File: src/design/cpq_pkg.sv
package cpq_pkg;

	localparam int TILE_W  = 16;
	localparam int COUNT_W = 7;

	typedef enum logic [1:0] {
		REQ_APPEND = 2'd0,
		REQ_TAKE   = 2'd1,
		REQ_DELETE = 2'd2,
		REQ_CLEAR  = 2'd3
	} req_kind_t;

	typedef enum logic [1:0] {
		ST_OK    = 2'd0,
		ST_EMPTY = 2'd1,
		ST_FULL  = 2'd2
	} status_t;

	// decoded item handed from front to back
	typedef struct packed {
		req_kind_t          kind;
		logic [TILE_W-1:0]  tile_id;
		logic               helper;
		logic               visible;
		logic               zoom;
	} op_t;

endpackage

File: src/design/cpq_req_if.sv
interface cpq_req_if;
	logic        valid;
	logic        ready;
	logic [1:0]  req_type;
	logic [15:0] tile_id;
	logic        helper_flag;
	logic        visible_flag;
	logic        zoom_active;

	modport source (output valid, req_type, tile_id, helper_flag, visible_flag, zoom_active,
		input ready);
	modport sink (input valid, req_type, tile_id, helper_flag, visible_flag, zoom_active,
		output ready);
endinterface

File: src/design/cpq_rsp_if.sv
interface cpq_rsp_if;
	logic        valid;
	logic        ready;
	logic [1:0]  status;
	logic [15:0] taken_id;
	logic [6:0]  entry_count;

	modport source (output valid, status, taken_id, entry_count, input ready);
	modport sink (input valid, status, taken_id, entry_count, output ready);
endinterface

File: src/design/cpq_front.sv
module cpq_front (
	input  logic         clk,
	input  logic         arst_n,
	cpq_req_if.sink      req,
	output cpq_pkg::op_t op,
	output logic         op_valid,
	input  logic         op_ready
);
	import cpq_pkg::*;

	op_t        fifo_q [2];
	logic       wp_q;
	logic       rp_q;
	logic [1:0] cnt_q;
	op_t        dec;
	logic       push;
	logic       pop;

	always_comb begin
		dec.kind    = req_kind_t'(req.req_type);
		dec.tile_id = req.tile_id;
		dec.helper  = req.helper_flag;
		dec.visible = req.visible_flag;
		dec.zoom    = req.zoom_active;
	end

	assign req.ready = (cnt_q != 2'd2);
	assign push      = req.valid && req.ready;
	assign op_valid  = (cnt_q != 2'd0);
	assign pop       = op_valid && op_ready;
	assign op        = fifo_q[rp_q];

	always_ff @(posedge clk) begin
		if (push) begin
			fifo_q[wp_q] <= dec;
		end
	end

	always_ff @(posedge clk or negedge arst_n) begin
		if (!arst_n) begin
			wp_q  <= 1'b0;
			rp_q  <= 1'b0;
			cnt_q <= 2'd0;
		end else begin
			if (push) begin
				wp_q <= ~wp_q;
			end
			if (pop) begin
				rp_q <= ~rp_q;
			end
			cnt_q <= cnt_q + 2'(push) - 2'(pop);
		end
	end

	a_cnt_range: assert property (@(posedge clk) disable iff (!arst_n)
		cnt_q != 2'd3) else $error("queue count out of range");
	a_no_pop_empty: assert property (@(posedge clk) disable iff (!arst_n)
		(cnt_q == 2'd0) |-> !pop) else $error("pop from empty queue");
	a_wrap: assert property (@(posedge clk) disable iff (!arst_n)
		(cnt_q == 2'd2) |-> (wp_q == rp_q)) else $error("pointers disagree with count");
endmodule

File: src/design/cpq_back.sv
module cpq_back #(
	parameter int QUEUE_DEPTH = 64,
	parameter int ID_WIDTH    = 16
) (
	input  logic         clk,
	input  logic         arst_n,
	input  cpq_pkg::op_t op,
	input  logic         op_valid,
	output logic         op_ready,
	cpq_rsp_if.source    rsp
);
	import cpq_pkg::*;

	localparam int AW = (QUEUE_DEPTH > 1) ? $clog2(QUEUE_DEPTH) : 1;
	localparam int CW = $clog2(QUEUE_DEPTH + 1);

	typedef enum logic [2:0] {
		S_IDLE, S_SCAN, S_DECIDE, S_COMPACT, S_FINISH
	} state_t;

	state_t              state_q;
	logic [CW-1:0]       occ_q;
	logic [CW-1:0]       rd_q;
	logic [CW-1:0]       wr_q;
	logic                vld_s1;
	logic [AW-1:0]       idx_s1;
	logic [ID_WIDTH-1:0] rid_s1;
	logic                rh_s1;
	logic                rv_s1;
	logic [ID_WIDTH-1:0] tgt_q;
	logic                all_q;
	logic                take_q;
	logic                zoom_q;
	logic                hfound_q;
	logic                vfound_q;
	logic [ID_WIDTH-1:0] hid_q;
	logic [ID_WIDTH-1:0] vid_q;
	logic [ID_WIDTH-1:0] head_q;
	logic                out_valid_q;
	status_t             out_status_q;
	logic [TILE_W-1:0]   out_taken_q;
	logic [COUNT_W-1:0]  out_count_q;

	logic [ID_WIDTH-1:0] ids_mem [QUEUE_DEPTH];
	logic                hlp_mem [QUEUE_DEPTH];
	logic                vis_mem [QUEUE_DEPTH];

	logic                out_free;
	logic                accept;
	logic                done_now;
	logic                iss;
	logic                last;
	logic                keep;
	logic                we;
	logic [AW-1:0]       wa;
	logic [ID_WIDTH-1:0] wd_id;
	logic                wd_h;
	logic                wd_v;

	assign out_free = !out_valid_q || rsp.ready;
	assign op_ready = (state_q == S_IDLE) && out_free;
	assign accept   = op_valid && op_ready;
	// items whose result is loaded straight from idle
	assign done_now = accept && ((op.kind == REQ_APPEND) || (op.kind == REQ_CLEAR) ||
		((op.kind == REQ_TAKE) && (occ_q == '0)));
	assign iss      = ((state_q == S_SCAN) || (state_q == S_COMPACT)) && (rd_q < occ_q);
	assign last     = vld_s1 && (CW'(idx_s1) == occ_q - CW'(1));
	assign keep     = all_q ? (rid_s1 != tgt_q) : (idx_s1 != '0);

	always_comb begin
		we    = 1'b0;
		wa    = wr_q[AW-1:0];
		wd_id = rid_s1;
		wd_h  = rh_s1;
		wd_v  = rv_s1;
		if (accept && op.kind == REQ_APPEND && occ_q != CW'(QUEUE_DEPTH)) begin
			we    = 1'b1;
			wa    = occ_q[AW-1:0];
			wd_id = ID_WIDTH'(op.tile_id);
			wd_h  = op.helper;
			wd_v  = op.visible;
		end else if (state_q == S_COMPACT && vld_s1 && keep) begin
			we = 1'b1;
		end
	end

	// entry store: one write, one registered read
	always_ff @(posedge clk) begin
		if (we) begin
			ids_mem[wa] <= wd_id;
			hlp_mem[wa] <= wd_h;
			vis_mem[wa] <= wd_v;
		end
		if (iss) begin
			rid_s1 <= ids_mem[rd_q[AW-1:0]];
			rh_s1  <= hlp_mem[rd_q[AW-1:0]];
			rv_s1  <= vis_mem[rd_q[AW-1:0]];
			idx_s1 <= rd_q[AW-1:0];
		end
	end

	always_ff @(posedge clk or negedge arst_n) begin
		if (!arst_n) begin
			state_q     <= S_IDLE;
			occ_q       <= '0;
			rd_q        <= '0;
			wr_q        <= '0;
			vld_s1      <= 1'b0;
			out_valid_q <= 1'b0;
		end else begin
			if (out_valid_q && rsp.ready && !done_now) begin
				out_valid_q <= 1'b0;
			end
			vld_s1 <= iss;
			if (iss) begin
				rd_q <= rd_q + CW'(1);
			end
			unique case (state_q)
				S_IDLE: begin
					if (accept) begin
						unique case (op.kind)
							REQ_APPEND: begin
								out_valid_q <= 1'b1;
								out_taken_q <= '0;
								if (occ_q == CW'(QUEUE_DEPTH)) begin
									out_status_q <= ST_FULL;
									out_count_q  <= COUNT_W'(occ_q);
								end else begin
									occ_q        <= occ_q + CW'(1);
									out_status_q <= ST_OK;
									out_count_q  <= COUNT_W'(occ_q + CW'(1));
								end
							end
							REQ_TAKE: begin
								if (occ_q == '0) begin
									out_valid_q  <= 1'b1;
									out_status_q <= ST_EMPTY;
									out_taken_q  <= '0;
									out_count_q  <= '0;
								end else begin
									rd_q     <= '0;
									zoom_q   <= op.zoom;
									hfound_q <= 1'b0;
									vfound_q <= 1'b0;
									state_q  <= S_SCAN;
								end
							end
							REQ_DELETE: begin
								tgt_q   <= ID_WIDTH'(op.tile_id);
								all_q   <= 1'b1;
								take_q  <= 1'b0;
								rd_q    <= '0;
								wr_q    <= '0;
								state_q <= (occ_q == '0) ? S_FINISH : S_COMPACT;
							end
							REQ_CLEAR: begin
								occ_q        <= '0;
								out_valid_q  <= 1'b1;
								out_status_q <= ST_OK;
								out_taken_q  <= '0;
								out_count_q  <= '0;
							end
							default: ;
						endcase
					end
				end
				S_SCAN: begin
					if (vld_s1) begin
						if (zoom_q && rh_s1 && !hfound_q) begin
							hfound_q <= 1'b1;
							hid_q    <= rid_s1;
						end
						if (rv_s1 && !vfound_q) begin
							vfound_q <= 1'b1;
							vid_q    <= rid_s1;
						end
						if (idx_s1 == '0) begin
							head_q <= rid_s1;
						end
					end
					if (last) begin
						state_q <= S_DECIDE;
					end
				end
				S_DECIDE: begin
					take_q <= 1'b1;
					all_q  <= 1'b1;
					if (hfound_q) begin
						tgt_q <= hid_q;
					end else if (vfound_q) begin
						tgt_q <= vid_q;
					end else begin
						tgt_q <= head_q;
						all_q <= 1'b0;
					end
					rd_q    <= '0;
					wr_q    <= '0;
					state_q <= S_COMPACT;
				end
				S_COMPACT: begin
					if (vld_s1 && keep) begin
						wr_q <= wr_q + CW'(1);
					end
					if (last) begin
						state_q <= S_FINISH;
					end
				end
				S_FINISH: begin
					occ_q        <= wr_q;
					out_valid_q  <= 1'b1;
					out_status_q <= ST_OK;
					out_taken_q  <= take_q ? TILE_W'(tgt_q) : '0;
					out_count_q  <= COUNT_W'(wr_q);
					state_q      <= S_IDLE;
				end
				default: state_q <= S_IDLE;
			endcase
		end
	end

	assign rsp.valid       = out_valid_q;
	assign rsp.status      = out_status_q;
	assign rsp.taken_id    = out_taken_q;
	assign rsp.entry_count = out_count_q;

	a_occ_bound: assert property (@(posedge clk) disable iff (!arst_n)
		occ_q <= CW'(QUEUE_DEPTH)) else $error("occupancy above depth");
	a_busy_no_result: assert property (@(posedge clk) disable iff (!arst_n)
		(state_q == S_SCAN || state_q == S_DECIDE || state_q == S_COMPACT) |-> !out_valid_q)
		else $error("result pending while working");
	a_compact_order: assert property (@(posedge clk) disable iff (!arst_n)
		(state_q == S_COMPACT && vld_s1) |-> (wr_q <= CW'(idx_s1)))
		else $error("compaction write overtook read");
	a_empty_no_id: assert property (@(posedge clk) disable iff (!arst_n)
		(out_valid_q && out_status_q == ST_EMPTY) |-> (out_taken_q == '0 && out_count_q == '0))
		else $error("empty take reports data");
endmodule

File: src/design/class_priority_request_queue_top.sv
// Append, clear and take-on-empty: result registered as the back end accepts the item.
// Take sweeps the entry store (one write port, one registered read port) once to
// pick the class and once to compact; delete sweeps it once to compact.
// A two-item front queue accepts new items while the back end works.
// arst_n clears occupancy, pointers and valid flags; entry store is not reset.
module class_priority_request_queue_top #(
	parameter int QUEUE_DEPTH = 64,
	parameter int ID_WIDTH    = 16
) (
	input  logic      clk,
	input  logic      arst_n,
	cpq_req_if.sink   req,
	cpq_rsp_if.source rsp
);
	import cpq_pkg::*;

	op_t  op;
	logic op_valid;
	logic op_ready;

	// front: take items, decode, buffer
	cpq_front u_front (
		.clk      (clk),
		.arst_n   (arst_n),
		.req      (req),
		.op       (op),
		.op_valid (op_valid),
		.op_ready (op_ready)
	);

	// back: entry store, class search, compaction, result register
	cpq_back #(
		.QUEUE_DEPTH (QUEUE_DEPTH),
		.ID_WIDTH    (ID_WIDTH)
	) u_back (
		.clk      (clk),
		.arst_n   (arst_n),
		.op       (op),
		.op_valid (op_valid),
		.op_ready (op_ready),
		.rsp      (rsp)
	);
endmodule

File: src/flat_wrapper.sv
// flat-port wrapper written by rule: the top's interface ports become plain ports
module class_priority_request_queue_top_flat import cpq_pkg::*;
#(
	parameter int QUEUE_DEPTH = 64,
	parameter int ID_WIDTH    = 16
)
  (clk, arst_n, req_valid, req_req_type, req_tile_id, req_helper_flag, req_visible_flag, req_zoom_active, req_ready, rsp_valid, rsp_status, rsp_taken_id, rsp_entry_count, rsp_ready);
  cpq_req_if req_i ();
  cpq_rsp_if rsp_i ();
  input  logic clk;
  input  logic arst_n;
  input wire logic [$bits(req_i.valid)-1:0] req_valid;
  input wire logic [$bits(req_i.req_type)-1:0] req_req_type;
  input wire logic [$bits(req_i.tile_id)-1:0] req_tile_id;
  input wire logic [$bits(req_i.helper_flag)-1:0] req_helper_flag;
  input wire logic [$bits(req_i.visible_flag)-1:0] req_visible_flag;
  input wire logic [$bits(req_i.zoom_active)-1:0] req_zoom_active;
  output wire logic [$bits(req_i.ready)-1:0] req_ready;
  output wire logic [$bits(rsp_i.valid)-1:0] rsp_valid;
  output wire logic [$bits(rsp_i.status)-1:0] rsp_status;
  output wire logic [$bits(rsp_i.taken_id)-1:0] rsp_taken_id;
  output wire logic [$bits(rsp_i.entry_count)-1:0] rsp_entry_count;
  input wire logic [$bits(rsp_i.ready)-1:0] rsp_ready;
  assign req_i.valid = req_valid;
  assign req_i.req_type = req_req_type;
  assign req_i.tile_id = req_tile_id;
  assign req_i.helper_flag = req_helper_flag;
  assign req_i.visible_flag = req_visible_flag;
  assign req_i.zoom_active = req_zoom_active;
  assign req_ready = req_i.ready;
  assign rsp_valid = rsp_i.valid;
  assign rsp_status = rsp_i.status;
  assign rsp_taken_id = rsp_i.taken_id;
  assign rsp_entry_count = rsp_i.entry_count;
  assign rsp_i.ready = rsp_ready;
  class_priority_request_queue_top #(.QUEUE_DEPTH(QUEUE_DEPTH), .ID_WIDTH(ID_WIDTH)) u_core (.clk(clk), .arst_n(arst_n), .req(req_i), .rsp(rsp_i));
endmodule
File: config.mk
export PLATFORM = sky130hd
export DESIGN_NAME = class_priority_request_queue_top_flat
export DESIGN_NICKNAME = d
export VERILOG_FILES = /design/src/design/cpq_pkg.sv /design/src/design/cpq_req_if.sv /design/src/design/cpq_rsp_if.sv /design/src/design/cpq_front.sv /design/src/design/cpq_back.sv /design/src/design/class_priority_request_queue_top.sv /design/src/flat_wrapper.sv
export SDC_FILE = /design/constraint.sdc
export NUM_CORES = 1
export LEC_CHECK = 0
export BUFFER_PORTS_ARGS = -buffer_cell sky130_fd_sc_hd__buf_2
export CAP_MARGIN = 30
export CELL_PAD_IN_SITES_DETAIL_PLACEMENT = 1
export CELL_PAD_IN_SITES_GLOBAL_PLACEMENT = 1
export CORE_AREA = 2 2 351 440
export CTS_BUF_LIST = sky130_fd_sc_hd__clkbuf_8
export CTS_CLUSTER_SIZE = 24
export DETAILED_ROUTE_END_ITERATION = 10
export DIE_AREA = 0 0 353 442
export PLACE_DENSITY = 0.52
export SKIP_CTS_REPAIR_TIMING = 1
export SLEW_MARGIN = 20
export SYNTH_ARGS = -nofsm -noshare
export SYNTH_HDL_FRONTEND = slang
export SYNTH_SLANG_ARGS = --single-unit
File: constraint.sdc
create_clock -name clk -period 6.4 [get_ports clk]
set_clock_uncertainty 0.2 [all_clocks]
set_input_delay 0.32 -clock clk [delete_from_list [all_inputs] [get_ports clk]]
set_output_delay 0.32 -clock clk [all_outputs]
set_load 0.005 [all_outputs]
==> flow_summary.ini <==
[outcome]
status = finished, final reports clean

[drt]
vias_per_cell = 5.20
drtIter0Drc = 1984
drt_pass1_iterations = 5
drc = 0
detail_route.wirelength_mm = 142
antenna_left = 0
post_drt_wl_per_cell_microns = 28.8
vias = 25700

[floorplan]
coreArea_sq_um = 152000
die_w_microns = 353
num_io_pins = 52
initial_core_util_pct = 34.8
std_cell_rows = 160
die_area_sq_um = 156000
die_h_microns = 442

[power_and_ir_drop]
ir_drop_v = 0.000256
power_mw = 26.7
p_leak_nw = 19.3
powerDensity_nw_per_um2 = 438

[clocking]
h-tree-depth = 4
clock_sinks = 1342
root_buffer = clkbuf_8
clkTransAtPathRegs_ns = 0.07
clockBufferDepth = 3
clk_latency_ns = 0.91
cts_made_buffers = 202
cts_tree = done

[hold_path]
hp-class = input port to flop
min_path_cells = 4
min_to = u_core.u_front.wp_q
timing.hold.worst.start = req_valid

[job]
cap_violations = 0

[place]
portBuffers = 51
hpwl_mm = 84.7
finalWeightedCongestion = 0.792
postPlaceCellArea_sq_um = 56500
dp_cells = 4511

[worst_setup_path]
cp_num_buf_inv = 4
cp_cell_sequence = inv_1 > ha_1 > nand4_4 > nand3_4 > buf_4 > a41oi_2 > buf_8 > nor3_2 > buf_4
cp_top_family = buffers and inverters
reg2reg_from = u_core.u_back.occ_q[0]
ff2ff_path_depth = 9
slowest_stage = buf_4
cp_num_cells = 9
start_kind = flop
cp.required_ns = 6.80
crit_fanout = 37
worstSetupPathType = flop to flop
rrSetupSlack_ns = 2.19
cpMostUsedCell = buf_4
slowest_delay_ns = 0.67
worstReg2RegEnd = u_core.u_back.hlp_mem[27]
endpoint_kind = flop
worstPathArrival_ns = 4.61

[yosys]
yosysTopAreaCell = edfxtp_1
postSynthNetCount = 2494
synthAdderAreaFrac_pct = 0.427
yosysTopAreaCellShare_pct = 74.7
synth_area_sq_um = 52700
yosysMostFrequentCell = edfxtp_1
ys_warn_count = 0
async_flop_share_pct = 2.24
synth_top_family_by_area = multiplexers
synthFlopType = edfxtp_1
syn_avg_cell_area_sq_um = 21.5
postSynthCellCount = 2451
yosys.area_share.simple_pct = 2.87
synthXorXnorAreaFrac_pct = 0.631
yosys-top-cells-count = edfxtp_1 (1312), mux4_2 (340), mux2i_1 (74)
yosysSeqAreaShare_pct = 76.1
synth.area.mux_share_pct = 16.1
synthDistinctLibCells = 65
ys_ff_latch = 1342
synth_compound_area_share_pct = 2.36
synth_edf_count = 1312
synth_area_leaders = edfxtp_1 (75%), mux4_2 (15%), dfrtp_1 (1.4%)

[final_layout]
final_cell_area_sq_um = 60900
final_core_util_pct = 40.1
drive_gt1_share_pct = 31.0
final_net_count = 2792
area_growth_pct = 15.5
layout.cells.non_filler = 4940

[grt]
grt.overflow.total = 0
grt_first_pass_wirelength_mm = 205
antenna_found_initial = 4
grt_max_degree = 65
gr-usage-all-layers_pct = 18.3
grt_pass1_vias = 27800

[timing]
rsz0062_at_grt = false
clock.fmax_mhz = 237
slew-limit-headroom_pct = 33.0
fin_crit_ns = 4.21
setup_tns_ns = 0
drv_slew = 0
hold_violations = 0
tightest_slew_ns = 1.01
finalSetupViolations = 0
fin_crit_sh_pct = 65.8
-- per-stage QoR --
step,hold slack (ns),setup slack [ns]
after detailed placement,0.289,2.19
after global placement,0.283,2.08
final,0.130,2.19
after floorplan,-0.176,0.691
after global routing,0.0910,1.96
after CTS,-0.732,2.17
-- logic make-up (layout without fill, tap and decap cells) --
group / after synthesis / count (layout)
compound gates: 188 / 188
xor+xnor: 38 / 38
buf+inv: 165 / 623
flops: 1342 / 1342
mux: 420 / 420
other cells: 0 / 6
fa+ha+maj: 18 / 18
simple gates: 280 / 280
-- report_power, final --
group / switching, mW / leakage [nW] / internal, mW
Combinational: 5.16 / 5.02 / 3.07
Clock: 3.33 / 2.07 / 3.17
Sequential: 0.506 / 12.2 / 11.5
-- area by class of cell --
class | count | area [sq um]
Clock buffer | 208 | 2860
Inverter | 23 | 86.3
Timing Repair Buffer | 236 | 2110
Tap cell | 2025 | 2530
Clock inverter | 156 | 767
Fill cell | 14500 | 90800
Sequential cell | 1342 | 40200
Multi-Input combinational cell | 944 | 12400
Antenna cell | 6 | 15.0
-- cells in the final DEF (no fill, tap or decap), types with 26 or more instances in the layout --
cell type	netlist	routed
mux2i_1	74	74
edfxtp_1	1312	1312
clkinv_1	0	61
nand2_1	47	47
buf_2	38	51
nor2_1	64	62
clkbuf_8	0	208
buf_4	8	109
mux4_2	340	340
dlygate4sd3_1	0	46
o21ai_0	49	30
a21oi_1	42	41
dfrtp_1	30	26
clkinv_2	0	26
inv_1	23	79
nor3_2	16	51
-- worst max path at each step --
stage	start	to	slack, ns
2_1_floorplan	u_core.u_front.rp_q	u_core.u_back.ids_mem[0][0]	0.69
3_3_place_gp	u_core.u_back.occ_q[0]	u_core.u_back.ids_mem[27][14]	2.08
3_5_place_dp	u_core.u_front.rp_q	u_core.u_back.ids_mem[17][2]	2.19
4_1_cts	u_core.u_back.occ_q[0]	u_core.u_back.hlp_mem[27]	2.17
5_1_grt	u_core.u_back.occ_q[0]	u_core.u_back.hlp_mem[27]	1.96
6_report	u_core.u_back.occ_q[0]	u_core.u_back.hlp_mem[27]	2.19
-- worst register-to-register path: cells and delay by family, from the launching register on --
family          cells  cell delay, ns
simple gates        3            0.90
flops               1            0.55
fa+ha+maj           1            0.26
compound gates      1            0.41
buf+inv             4            1.57
-- sequential cells by signal, indices dropped and copies added, names as in the netlist, 2 cells and up --
register,count
u_core.u_back.hlp_mem,64
u_core.u_back.idx_s1,6
u_core.u_back.tgt_q,16
u_core.u_back.state_q,3
u_core.u_back.rid_s1,16
u_core.u_back.vid_q,16
u_core.u_back.rsp.taken_id,16
u_core.u_back.vis_mem,64
u_core.u_back.rsp.entry_count,7
u_core.u_back.head_q,16
u_core.u_back.occ_q,7
u_core.u_back.rsp.status,2
u_core.u_front.cnt_q,2
u_core.u_back.wr_q,7
u_core.u_back.hid_q,16
u_core.u_front.fifo_q,42
u_core.u_back.ids_mem,1024
u_core.u_back.rd_q,7
-- routing by layer --
layer / track usage (%) / share of wire [%]
met5: 0 / 0
met4: 4.88 / 2.3
met3: 3.25 / 4.0
met2: 33.2 / 54
met1: 22.5 / 40
(Power assumes the default switching activity.)
